[src/rtl/core/sc2a_pkg.sv]
`timescale 1ns / 1ps

package sc2a_pkg;

   // character ring buffer
   localparam int BUFFER_DEPTH = 256;
   localparam int IDX_W        = (BUFFER_DEPTH > 1) ? $clog2(BUFFER_DEPTH) : 1;

   // command queue between front and back
   localparam int CQ_DEPTH = 2;
   localparam int CQ_AW    = (CQ_DEPTH > 1) ? $clog2(CQ_DEPTH) : 1;
   localparam int CQ_CW    = $clog2(CQ_DEPTH + 1);

   // item kinds
   localparam logic [1:0] KIND_SCAN  = 2'd0;
   localparam logic [1:0] KIND_READ  = 2'd1;
   localparam logic [1:0] KIND_FLUSH = 2'd2;

   // scan codes of interest
   localparam logic [7:0] SC_LSHIFT_UP   = 8'hAA;
   localparam logic [7:0] SC_RSHIFT_UP   = 8'hB6;
   localparam logic [7:0] SC_CTRL_UP     = 8'h9D;
   localparam logic [7:0] SC_CTRL_DOWN   = 8'h1D;
   localparam logic [7:0] SC_LSHIFT_DOWN = 8'h2A;
   localparam logic [7:0] SC_RSHIFT_DOWN = 8'h36;
   localparam logic [7:0] SC_KEY_C       = 8'h2E;
   localparam logic [7:0] SC_CAPS_DOWN   = 8'h3A;
   localparam logic [7:0] SC_TABLE_SIZE  = 8'd58;
   localparam logic [6:0] CASE_OFFSET    = 7'd32;

   typedef enum logic [1:0] {
      OP_NONE,
      OP_WRITE,
      OP_READ,
      OP_FLUSH
   } op_type;

   typedef struct packed {
      logic [1:0] kind;
      logic [7:0] scan_byte;
      logic       process_running;
   } req_type;

   typedef struct packed {
      logic [6:0] char_out;
      logic       char_valid;
      logic       kill_request;
   } rsp_type;

   typedef struct packed {
      op_type     op;
      logic [6:0] ch;
      logic       kill;
   } cmd_type;

   function automatic logic [6:0] lower_map(input logic [5:0] code);
      logic [6:0] c;
      case (code)
         6'd2:  c = 7'h31;  6'd3:  c = 7'h32;  6'd4:  c = 7'h33;  6'd5:  c = 7'h34;
         6'd6:  c = 7'h35;  6'd7:  c = 7'h36;  6'd8:  c = 7'h37;  6'd9:  c = 7'h38;
         6'd10: c = 7'h39;  6'd11: c = 7'h30;  6'd12: c = 7'h2d;  6'd13: c = 7'h3d;
         6'd14: c = 7'h08;  6'd15: c = 7'h09;  6'd16: c = 7'h71;  6'd17: c = 7'h77;
         6'd18: c = 7'h65;  6'd19: c = 7'h72;  6'd20: c = 7'h74;  6'd21: c = 7'h79;
         6'd22: c = 7'h75;  6'd23: c = 7'h69;  6'd24: c = 7'h6f;  6'd25: c = 7'h70;
         6'd26: c = 7'h5b;  6'd27: c = 7'h5d;  6'd28: c = 7'h0a;  6'd30: c = 7'h61;
         6'd31: c = 7'h73;  6'd32: c = 7'h64;  6'd33: c = 7'h66;  6'd34: c = 7'h67;
         6'd35: c = 7'h68;  6'd36: c = 7'h6a;  6'd37: c = 7'h6b;  6'd38: c = 7'h6c;
         6'd39: c = 7'h3b;  6'd40: c = 7'h27;  6'd41: c = 7'h60;  6'd43: c = 7'h5c;
         6'd44: c = 7'h7a;  6'd45: c = 7'h78;  6'd46: c = 7'h63;  6'd47: c = 7'h76;
         6'd48: c = 7'h62;  6'd49: c = 7'h6e;  6'd50: c = 7'h6d;  6'd51: c = 7'h2c;
         6'd52: c = 7'h2e;  6'd53: c = 7'h2f;  6'd55: c = 7'h2a;  6'd57: c = 7'h20;
         default: c = 7'h00;
      endcase
      return c;
   endfunction

   function automatic logic [6:0] upper_map(input logic [5:0] code);
      logic [6:0] c;
      case (code)
         6'd2:  c = 7'h21;  6'd3:  c = 7'h40;  6'd4:  c = 7'h23;  6'd5:  c = 7'h24;
         6'd6:  c = 7'h25;  6'd7:  c = 7'h5e;  6'd8:  c = 7'h26;  6'd9:  c = 7'h2a;
         6'd10: c = 7'h28;  6'd11: c = 7'h29;  6'd12: c = 7'h5f;  6'd13: c = 7'h2b;
         6'd14: c = 7'h08;  6'd15: c = 7'h09;  6'd16: c = 7'h51;  6'd17: c = 7'h57;
         6'd18: c = 7'h45;  6'd19: c = 7'h52;  6'd20: c = 7'h54;  6'd21: c = 7'h59;
         6'd22: c = 7'h55;  6'd23: c = 7'h49;  6'd24: c = 7'h4f;  6'd25: c = 7'h50;
         6'd26: c = 7'h7b;  6'd27: c = 7'h7d;  6'd28: c = 7'h0a;  6'd30: c = 7'h41;
         6'd31: c = 7'h53;  6'd32: c = 7'h44;  6'd33: c = 7'h46;  6'd34: c = 7'h47;
         6'd35: c = 7'h48;  6'd36: c = 7'h4a;  6'd37: c = 7'h4b;  6'd38: c = 7'h4c;
         6'd39: c = 7'h3a;  6'd40: c = 7'h22;  6'd41: c = 7'h7e;  6'd43: c = 7'h7c;
         6'd44: c = 7'h5a;  6'd45: c = 7'h58;  6'd46: c = 7'h43;  6'd47: c = 7'h56;
         6'd48: c = 7'h42;  6'd49: c = 7'h4e;  6'd50: c = 7'h4d;  6'd51: c = 7'h3c;
         6'd52: c = 7'h3e;  6'd53: c = 7'h3f;  6'd55: c = 7'h2a;  6'd57: c = 7'h20;
         default: c = 7'h00;
      endcase
      return c;
   endfunction

endpackage

[src/rtl/core/scancode_to_ascii_key_buffer_top.sv]
// an item is written into the command queue, then its result into the output register
// throughput: one item per cycle while results are popped, set by the single-port ring buffer in the back part
// the front keeps taking items while a result waits, until the two-entry command queue fills
// reset: synchronous, active high; clears modifiers, indexes, queue and the output valid flag
// the character store has no reset and is never read before it is written
`timescale 1ns / 1ps

module scancode_to_ascii_key_buffer_top (
   input  logic              clock,
   input  logic              reset,
   input  logic              req_push,
   output logic              req_full,
   input  sc2a_pkg::req_type req_data,
   output logic              rsp_empty,
   input  logic              rsp_pop,
   output sc2a_pkg::rsp_type rsp_data
);

   // front to queue
   logic              cmd_push;
   logic              cmd_full;
   sc2a_pkg::cmd_type cmd_in;

   // queue to back
   logic              cmd_valid;
   logic              cmd_pop;
   sc2a_pkg::cmd_type cmd_head;

   // front: modifier tracking and scan code to character decode
   sc2a_front u_front (
      .clock    (clock),
      .reset    (reset),
      .req_push (req_push),
      .req_full (req_full),
      .req_data (req_data),
      .cmd_push (cmd_push),
      .cmd_full (cmd_full),
      .cmd_data (cmd_in)
   );

   // short queue so front and back stall independently
   sc2a_cmd_queue u_queue (
      .clock      (clock),
      .reset      (reset),
      .push       (cmd_push),
      .full       (cmd_full),
      .push_data  (cmd_in),
      .head_valid (cmd_valid),
      .pop        (cmd_pop),
      .head_data  (cmd_head)
   );

   // back: ring buffer, indexes and the result register
   sc2a_back u_back (
      .clock     (clock),
      .reset     (reset),
      .cmd_valid (cmd_valid),
      .cmd_pop   (cmd_pop),
      .cmd_data  (cmd_head),
      .rsp_empty (rsp_empty),
      .rsp_pop   (rsp_pop),
      .rsp_data  (rsp_data)
   );

endmodule

[src/rtl/core/sc2a_front.sv]
`timescale 1ns / 1ps

module sc2a_front (
   input  logic              clock,
   input  logic              reset,
   input  logic              req_push,
   output logic              req_full,
   input  sc2a_pkg::req_type req_data,
   output logic              cmd_push,
   input  logic              cmd_full,
   output sc2a_pkg::cmd_type cmd_data
);

   logic shift_held_ff, shift_held_in;
   logic ctrl_held_ff,  ctrl_held_in;
   logic caps_on_ff,    caps_on_in;
   logic accept;
   logic [7:0] b;
   logic [6:0] c;

   assign req_full = cmd_full;
   assign accept   = req_push && !cmd_full;
   assign cmd_push = accept;
   assign b        = req_data.scan_byte;

   always_comb begin
      shift_held_in = shift_held_ff;
      ctrl_held_in  = ctrl_held_ff;
      caps_on_in    = caps_on_ff;
      cmd_data.op   = sc2a_pkg::OP_NONE;
      cmd_data.ch   = 7'd0;
      cmd_data.kill = 1'b0;
      c = shift_held_ff ? sc2a_pkg::upper_map(b[5:0]) : sc2a_pkg::lower_map(b[5:0]);
      if (caps_on_ff && c >= 7'h61 && c <= 7'h7a) begin
         c = c - sc2a_pkg::CASE_OFFSET;
      end
      case (req_data.kind)
         sc2a_pkg::KIND_SCAN: begin
            if (b[7]) begin
               // release codes
               if (b == sc2a_pkg::SC_LSHIFT_UP || b == sc2a_pkg::SC_RSHIFT_UP) begin
                  shift_held_in = 1'b0;
               end
               if (b == sc2a_pkg::SC_CTRL_UP) begin
                  ctrl_held_in = 1'b0;
               end
            end else if (b == sc2a_pkg::SC_CTRL_DOWN) begin
               ctrl_held_in = 1'b1;
            end else if (b == sc2a_pkg::SC_LSHIFT_DOWN || b == sc2a_pkg::SC_RSHIFT_DOWN) begin
               shift_held_in = 1'b1;
            end else if (ctrl_held_ff && b == sc2a_pkg::SC_KEY_C) begin
               cmd_data.kill = req_data.process_running;
            end else if (b == sc2a_pkg::SC_CAPS_DOWN) begin
               caps_on_in = !caps_on_ff;
            end else if (b < sc2a_pkg::SC_TABLE_SIZE && c != 7'd0) begin
               cmd_data.op = sc2a_pkg::OP_WRITE;
               cmd_data.ch = c;
            end
         end
         sc2a_pkg::KIND_READ:  cmd_data.op = sc2a_pkg::OP_READ;
         sc2a_pkg::KIND_FLUSH: cmd_data.op = sc2a_pkg::OP_FLUSH;
         default:              cmd_data.op = sc2a_pkg::OP_NONE;
      endcase
   end

   always_ff @(posedge clock) begin
      if (reset) begin
         shift_held_ff <= 1'b0;
         ctrl_held_ff  <= 1'b0;
         caps_on_ff    <= 1'b0;
      end else if (accept) begin
         shift_held_ff <= shift_held_in;
         ctrl_held_ff  <= ctrl_held_in;
         caps_on_ff    <= caps_on_in;
      end
   end

endmodule

[src/rtl/core/sc2a_cmd_queue.sv]
`timescale 1ns / 1ps

module sc2a_cmd_queue (
   input  logic              clock,
   input  logic              reset,
   input  logic              push,
   output logic              full,
   input  sc2a_pkg::cmd_type push_data,
   output logic              head_valid,
   input  logic              pop,
   output sc2a_pkg::cmd_type head_data
);

   localparam logic [sc2a_pkg::CQ_AW-1:0] LAST_PTR = sc2a_pkg::CQ_AW'(sc2a_pkg::CQ_DEPTH - 1);
   localparam logic [sc2a_pkg::CQ_CW-1:0] FULL_CNT = sc2a_pkg::CQ_CW'(sc2a_pkg::CQ_DEPTH);

   sc2a_pkg::cmd_type             slot_ff [sc2a_pkg::CQ_DEPTH];
   logic [sc2a_pkg::CQ_AW-1:0]    wr_ptr_ff, rd_ptr_ff;
   logic [sc2a_pkg::CQ_CW-1:0]    count_ff;
   logic                          do_push, do_pop;

   assign full       = (count_ff == FULL_CNT);
   assign head_valid = (count_ff != '0);
   assign head_data  = slot_ff[rd_ptr_ff];
   assign do_push    = push && !full;
   assign do_pop     = pop && head_valid;

   always_ff @(posedge clock) begin
      if (do_push) begin
         slot_ff[wr_ptr_ff] <= push_data;
      end
   end

   always_ff @(posedge clock) begin
      if (reset) begin
         wr_ptr_ff <= '0;
         rd_ptr_ff <= '0;
         count_ff  <= '0;
      end else begin
         if (do_push) begin
            wr_ptr_ff <= (wr_ptr_ff == LAST_PTR) ? '0 : wr_ptr_ff + 1'b1;
         end
         if (do_pop) begin
            rd_ptr_ff <= (rd_ptr_ff == LAST_PTR) ? '0 : rd_ptr_ff + 1'b1;
         end
         if (do_push && !do_pop) begin
            count_ff <= count_ff + 1'b1;
         end else if (do_pop && !do_push) begin
            count_ff <= count_ff - 1'b1;
         end
      end
   end

endmodule

[src/rtl/core/sc2a_back.sv]
`timescale 1ns / 1ps

module sc2a_back (
   input  logic              clock,
   input  logic              reset,
   input  logic              cmd_valid,
   output logic              cmd_pop,
   input  sc2a_pkg::cmd_type cmd_data,
   output logic              rsp_empty,
   input  logic              rsp_pop,
   output sc2a_pkg::rsp_type rsp_data
);

   localparam logic [sc2a_pkg::IDX_W-1:0] LAST_IDX =
      sc2a_pkg::IDX_W'(sc2a_pkg::BUFFER_DEPTH - 1);

   logic [6:0]                 char_mem [sc2a_pkg::BUFFER_DEPTH];
   logic [6:0]                 rdata_ff;
   logic [sc2a_pkg::IDX_W-1:0] rd_idx_ff, wr_idx_ff;
   logic                       out_valid_ff;
   logic                       out_char_valid_ff;
   logic                       out_kill_ff;
   logic                       issue, mem_we, mem_re;

   assign issue   = cmd_valid && (!out_valid_ff || rsp_pop);
   assign cmd_pop = issue;
   assign mem_we  = issue && cmd_data.op == sc2a_pkg::OP_WRITE;
   assign mem_re  = issue && cmd_data.op == sc2a_pkg::OP_READ && rd_idx_ff != wr_idx_ff;

   // one access per cycle, so a read never meets a write in the same cycle
   always_ff @(posedge clock) begin
      if (mem_we) begin
         char_mem[wr_idx_ff] <= cmd_data.ch;
      end
      if (mem_re) begin
         rdata_ff <= char_mem[rd_idx_ff];
      end
   end

   always_ff @(posedge clock) begin
      if (reset) begin
         rd_idx_ff    <= '0;
         wr_idx_ff    <= '0;
         out_valid_ff <= 1'b0;
      end else begin
         if (mem_we) begin
            wr_idx_ff <= (wr_idx_ff == LAST_IDX) ? '0 : wr_idx_ff + 1'b1;
         end
         if (mem_re) begin
            rd_idx_ff <= (rd_idx_ff == LAST_IDX) ? '0 : rd_idx_ff + 1'b1;
         end else if (issue && cmd_data.op == sc2a_pkg::OP_FLUSH) begin
            rd_idx_ff <= wr_idx_ff;
         end
         if (issue) begin
            out_valid_ff <= 1'b1;
         end else if (rsp_pop) begin
            out_valid_ff <= 1'b0;
         end
      end
   end

   always_ff @(posedge clock) begin
      if (issue) begin
         out_char_valid_ff <= mem_re;
         out_kill_ff       <= cmd_data.kill;
      end
   end

   assign rsp_empty             = !out_valid_ff;
   assign rsp_data.char_out     = out_char_valid_ff ? rdata_ff : 7'd0;
   assign rsp_data.char_valid   = out_char_valid_ff;
   assign rsp_data.kill_request = out_kill_ff;

endmodule

[config.mk]
export PLATFORM = sky130hd
export DESIGN_NAME = scancode_to_ascii_key_buffer_top
export DESIGN_NICKNAME = d
export VERILOG_FILES = /design/src/rtl/core/sc2a_pkg.sv /design/src/rtl/core/scancode_to_ascii_key_buffer_top.sv /design/src/rtl/core/sc2a_front.sv /design/src/rtl/core/sc2a_cmd_queue.sv /design/src/rtl/core/sc2a_back.sv
export SDC_FILE = /design/constraint.sdc
export NUM_CORES = 2
export LEC_CHECK = 0
export ABC_CLOCK_PERIOD_IN_PS = 10500
export BUFFER_PORTS_ARGS = -buffer_cell sky130_fd_sc_hd__buf_2
export CAP_MARGIN = 10
export CORE_MARGIN = 8
export CORE_UTILIZATION = 65
export CTS_CLUSTER_DIAMETER = 200
export DETAILED_ROUTE_END_ITERATION = 12
export PLACE_DENSITY = 0.78
export SLEW_MARGIN = 20
export SYNTH_ARGS = -nofsm -noshare
export SYNTH_HDL_FRONTEND = slang
export SYNTH_SLANG_ARGS = --single-unit
[constraint.sdc]
create_clock -name clock -period 10.5 [get_ports clock]
set_input_delay 1.575 -clock clock [delete_from_list [all_inputs] [get_ports clock]]
set_output_delay 1.575 -clock clock [all_outputs]
set_load 0.01 [all_outputs]
# == After elaboration in Yosys (flattened, before gate mapping) ==
# Memory sizes are Yosys's and may differ from the RTL's. A register that Yosys moved wholly into a read port is not among the register bits.
# Index checks and enable logic that the tools add are counted.
# word_totals
mem_bits_rw,1812
memories,4
elab_cells,117
in_bits,15
mem_bits_ro,896
regBits,26
# memory_table
memory,depth,word_bits,rd,rd_clocked_by_memory_dff,wr,line,source
u_back.char_mem,256,7,1,1,1,sc2a_back.sv:17,logic [6:0] char_mem [sc2a_pkg::BUFFER_DEPTH];
(name not given),64,7,1,0,0,sc2a_pkg.sv:79,case (code)
(name not given),64,7,1,0,0,sc2a_pkg.sv:58,case (code)
u_queue.slot_ff,2,10,1,1,1,sc2a_cmd_queue.sv:17,sc2a_pkg::cmd_type slot_ff [sc2a_pkg::CQ_DEPTH];
# op_classes
mux,35
reduce_logical,33
magnitude_cmp,3
bitwise_logic,4
add_sub_neg,7
eq_ne,20
# ops
op,n
$mux W8,7
$eq A8 B8 Y1 const B,5
$eq A8 B6 Y1 const B,4
$mux W10,3
$mux W7,3
$mux W1,18
$add A8 B1 Y8 const B,2
$logic_and A1 B1 Y1,14
$reduce_bool A2 Y1,6
$mux W9,1
$eq A2 B2 Y1 const B,4
$eq A8 B5 Y1 const B,1
$lt A8 B6 Y1 const B,1
$ne A8 B8 Y1,1
$ge A7 B7 Y1 const B,1
$le A7 B7 Y1 const B,1
$reduce_and A7 Y1,1
$reduce_bool A7 Y1,1
$sub A7 B6 Y7 const B,1
$pmux W2 S3,1
$logic_not A1 Y1,5
$reduce_and A5 Y1,1
$eq A2 B1 Y1 const B,2
$mux W2,2
other kinds (9),16

# == Depth between registers and ports, before layout ==
# An unclocked memory read counts as a cell.
# depth
ltp_word,15
depth_mapped,13
mapped_depth_nobuf,11

# == Hierarchy ==
# Synthesis repeated with hierarchy kept, for this count alone.
# hier_totals
cells_unflattened,3930
hier_area_um2,74126.1
# modules_own_cells
module,area_each_um2,n_inst,cells_per_inst,seq_area_each_um2
sc2a_back,71603.7,1,3649,54422.2
sc2a_front,1584.0,1,225,60.1
sc2a_cmd_queue,938.4,1,56,700.7

# == Worst setup path before layout ==
# OpenSTA, ideal clock, no wires.
# synth_timing
path_type,input -> register
from,in req_data[2] (netlist bit)
to,"mem u_queue.slot_ff[0][6] (netlist bit), data pin"
setup_time_ns,0.262
setup_slack_ns,6.107
path_buffers,1
path_stages,11
arrival_ns,4.131
cell_sequence,buf_2 > inv_1 > ha_1 > nor3_1 > a311o_1 > o2111ai_1 > a31o_2 > or2_1 > or4b_1 > and4_1 > mux2_4
# synth_lines
element,line,source
"start, declared",scancode_to_ascii_key_buffer_top.sv:13,"input sc2a_pkg::req_type req_data,"
"end, declared",sc2a_cmd_queue.sv:17,

# == Final worst setup path ==
# layout_timing
from,reg u_back.rd_idx_ff[0] (netlist bit)
to,"reg u_back.rdata_ff[0] (read register of u_back.char_mem), data pin"
# layout_between
elab_chain_len,2
# layout_rtl
element,line,source
"start, declared",sc2a_back.sv:19,"logic [sc2a_pkg::IDX_W-1:0] rd_idx_ff, wr_idx_ff;"
"start signal, assigned",sc2a_back.sv:50,rd_idx_ff <= (rd_idx_ff == LAST_IDX) ? '0 : rd_idx_ff + 1'b1;
"start signal, assigned",sc2a_back.sv:52,rd_idx_ff <= wr_idx_ff;
$ne A8 B8 Y1,sc2a_back.sv:28,assign mem_re = issue && cmd_data.op == sc2a_pkg::OP_READ && rd_idx_ff != wr_idx_ff;
$logic_and A1 B1 Y1,sc2a_back.sv:28,
"end, declared",sc2a_back.sv:18,logic [6:0] rdata_ff;
# Several ways; a longest one is shown, not always the timed one.
# A chain may end at the register's enable or synchronous reset.

==> results.md <==
- Rows: 123
- Yosys top cell area share: 74.94%
- Routed vias: 35,580
- Worst VDD drop: 0.0002215 V
- WP data arrival: 5.77 ns
- Syn Area/Cell: 21.97 µm²
- Achievable frequency: 0.1898 GHz
- Clk pwr share: 36.2%
- Final hold slack: 0.5109 ns
- Initial core utilization: 65.22%
- Number of top-level design ports: 26
- DRT antenna net count: 0
- Hold depth: 2
- Gate Count Post-Synth: 3,321
- TritonRoute pass-1 iters: 7
- CTS root buffer: clkbuf_16
- Htree depth: 4
- Fin nets: 3,396
- Post-synth EDFFs: 1,821
- Net Switching: 4.050 mW
- Deepest clock path buffer count: 3
- Leak pwr: 23.85 nW
- Top post-synthesis cells by area: edfxtp_1, mux4_2, nor2_1
- RSZ-0062 raised after global routing: no
- Final WL: 171,300 µm
- FF-to-FF path depth: 7
- Comb pwr share: 10.6%
- Die ar.: 123,200 µm²
- Setup TNS: 0 ns
- Filler Cell Count: 6,070
- Max cap viols: 0
- Clock transition at path regs: 0.06 ns
- Worst Clk Skew: 0.03020 ns
- Fin crit share: 50.17%
- Core ar.: 111,900 µm²
- CTS resizes: 0
- Synth-to-Final Area Change: 9.774%
- Status: finished, final reports clean
- Die Ht: 351.1 µm
- CP startpoint kind: flop
- Switching Fraction: 24.05%
- GRT Overall Usage: 28.01%
- Commonest cells post-synth: edfxtp_1, mux4_2, nor2_1
- Drt wl/cell: 34.27 µm
- Routability cong.: 0.8762
- Internal power: 12.79 mW
- Share of flip-flops with an asynchronous set or reset: 0%
- CTS tree: done
- Clk Latency, worst-skew pair: 0.78 ns
- Synthesized cell area: 72,970 µm²
- Max_slew headroom: 21.77%
- Syn. warnings: 0
- Fin. max-slew vios: 0
- Overall power: 16.84 mW
- Total CTS buffers: 175
- Classification of the worst setup path: reg -> reg
- Detailed placement HPWL: 94,680 µm
- Final Hold Fails: 0
- Largest net degree at the start of global routing: 188
- Post-synth top area cell: edfxtp_1
- Final setup viols: 0
- Min cycle time layout: 5.268 ns
- Port Buffer Count: 25
- Util after Layout: 71.59%
- Worst-path fanout max: 98
- Critical path capture point type: flop
- Worst-Margin Slew: 1.173 ns
- Post-synth top flop: edfxtp_1
- Postcts setup bufs: 0
- Yosys reg bits: 1,846
- Fraction of layout cells with a size suffix above 1: 26.37%
- Total grt overflow: 0
- Hold crit path type: reg -> reg
- Vias in the first global route: 36,380
- Syn_nets: 3,355
- Initial antenna violation count: 8
- CTS Sinks: 1,846
- Most numerous cell in the Yosys netlist: edfxtp_1
- First-pass GRT wire length: 250,400 µm
- Placed cell area: 74,560 µm²
- Sequential-to-total area share from yosys stat: 75.62%
- CTS Hold Buffers Added: 0
- DR vias/cell: 7.117
- Iter 0 DRT Violations: 5,121
- Die W: 351.1 µm
- Pwr Density: 210.2 nW/µm²
- Cell variety after synth: 66
- Reg power frac: 53.3%
- Post-route cell area: 80,100 µm²
- CP required: 11.00 ns
- Drc violations: 0
-- registers in the layout, summed over array words and instances, names as in the netlist, named ones only --
| name | count |
|---|---|
| u_back.rd_idx_ff | 8 |
| u_back.wr_idx_ff | 8 |
| u_queue.wr_ptr_ff | 1 |
| u_back.out_char_valid_ff | 1 |
| u_queue.count_ff | 2 |
| u_back.rdata_ff | 7 |
| u_queue.slot_ff | 20 |
| u_queue.rd_ptr_ff | 1 |
| u_front.ctrl_held_ff | 1 |
| u_front.shift_held_ff | 1 |
| u_back.out_valid_ff | 1 |
| u_front.caps_on_ff | 1 |
| u_back.out_kill_ff | 1 |
| u_back.char_mem | 1792 |
-- area by class of cell --
class | instances | area (µm²) | share of cell area (%)
diodes | 2 | 5.005 | 0.006248
clock buffers | 221 | 4678 | 5.840
clock inverters | 91 | 769.5 | 0.9606
inverters | 21 | 78.83 | 0.09841
multi-input cells | 1245 | 16900 | 21.09
flip-flops and latches | 1846 | 55200 | 68.92
well taps | 1500 | 1877 | 2.343
repair buffers | 73 | 594.3 | 0.7420
-- final timing paths --
path / from / end / slack, ns
worst min-delay path: u_back.out_valid_ff$_SDFFE_PP0P_ / u_back.out_valid_ff$_SDFFE_PP0P_ / 0.51
worst max-delay path: u_back.rd_idx_ff[0]$_SDFFE_PP0P_ / u_back.rdata_ff[0]$_DFFE_PP_ / 5.23
worst max register to register: u_back.rd_idx_ff[0]$_SDFFE_PP0P_ / u_back.rdata_ff[0]$_DFFE_PP_ / 5.23
worst min register to register: u_back.out_valid_ff$_SDFFE_PP0P_ / u_back.out_valid_ff$_SDFFE_PP0P_ / 0.51
-- layer usage --
layer	global-route usage, %	wire length [µm]	vias to the layer above
met2	45.33	85410	2532
met5	0	22	-
met1	38.49	61440	18670
met3	6.216	18340	392
met4	9.731	6118	4
li1	-	-	13980
-- kinds of logic (layout without fill, tap and decap cells) --
group	count (synthesis)	count (layout)	synth area share, %
AND/OR/NAND/NOR	491	491	2.984
other	0	2	0
AO/OA/AOI/OAI	112	112	1.072
flip-flops	1846	1846	75.62
XOR/XNOR	15	15	0.1800
buffers and inverters	230	406	1.372
multiplexers	608	608	18.44
adder cells (fa/ha/maj)	19	19	0.3258
-- placed cells by master, fill, tap and decap left out, drive strengths merged, types with 9 or more instances in the layout --
cell / n
a211oi: 9
a21oi: 23
a22oi: 16
and2: 11
buf: 73
bufinv: 10
clkbuf: 221
clkinv: 75
dfxtp: 25
edfxtp: 1821
ha: 19
inv: 24
mux2: 9
mux2i: 11
mux4: 588
nand2: 50
nand2b: 17
nand3: 38
nand4: 10
nor2: 301
nor2b: 19
nor3: 10
o21ai: 18
xor2: 13
-- critical path, stage by stage, from the launching register on --
cell and delay, ns:
dfxtp_4 0.98, buf_4 0.72, buf_12 0.68, mux4_2 0.64, mux4_2 0.53, mux4_2 0.55
a22oi_1 0.65, nand2_1 0.13
-- through the flow --
stage	instances	setup slack [ns]
detailed placement	4682	5.315
global route	4997	4.978
global placement	4682	5.352
floorplan	3321	6.107
CTS	4994	5.271
finish	4999	5.232
-- power groups by stage --
stage               combinational (mW)  clock, mW  sequential (mW)
floorplan                         1.03          0             9.15
global placement                  1.61          0             9.12
detailed placement                1.73          0             9.13
CTS                               1.75       6.12             8.98
global route                      1.86       6.40             8.97
finish                            1.78       6.09             8.97
Power figures use the tool's default switching activity.
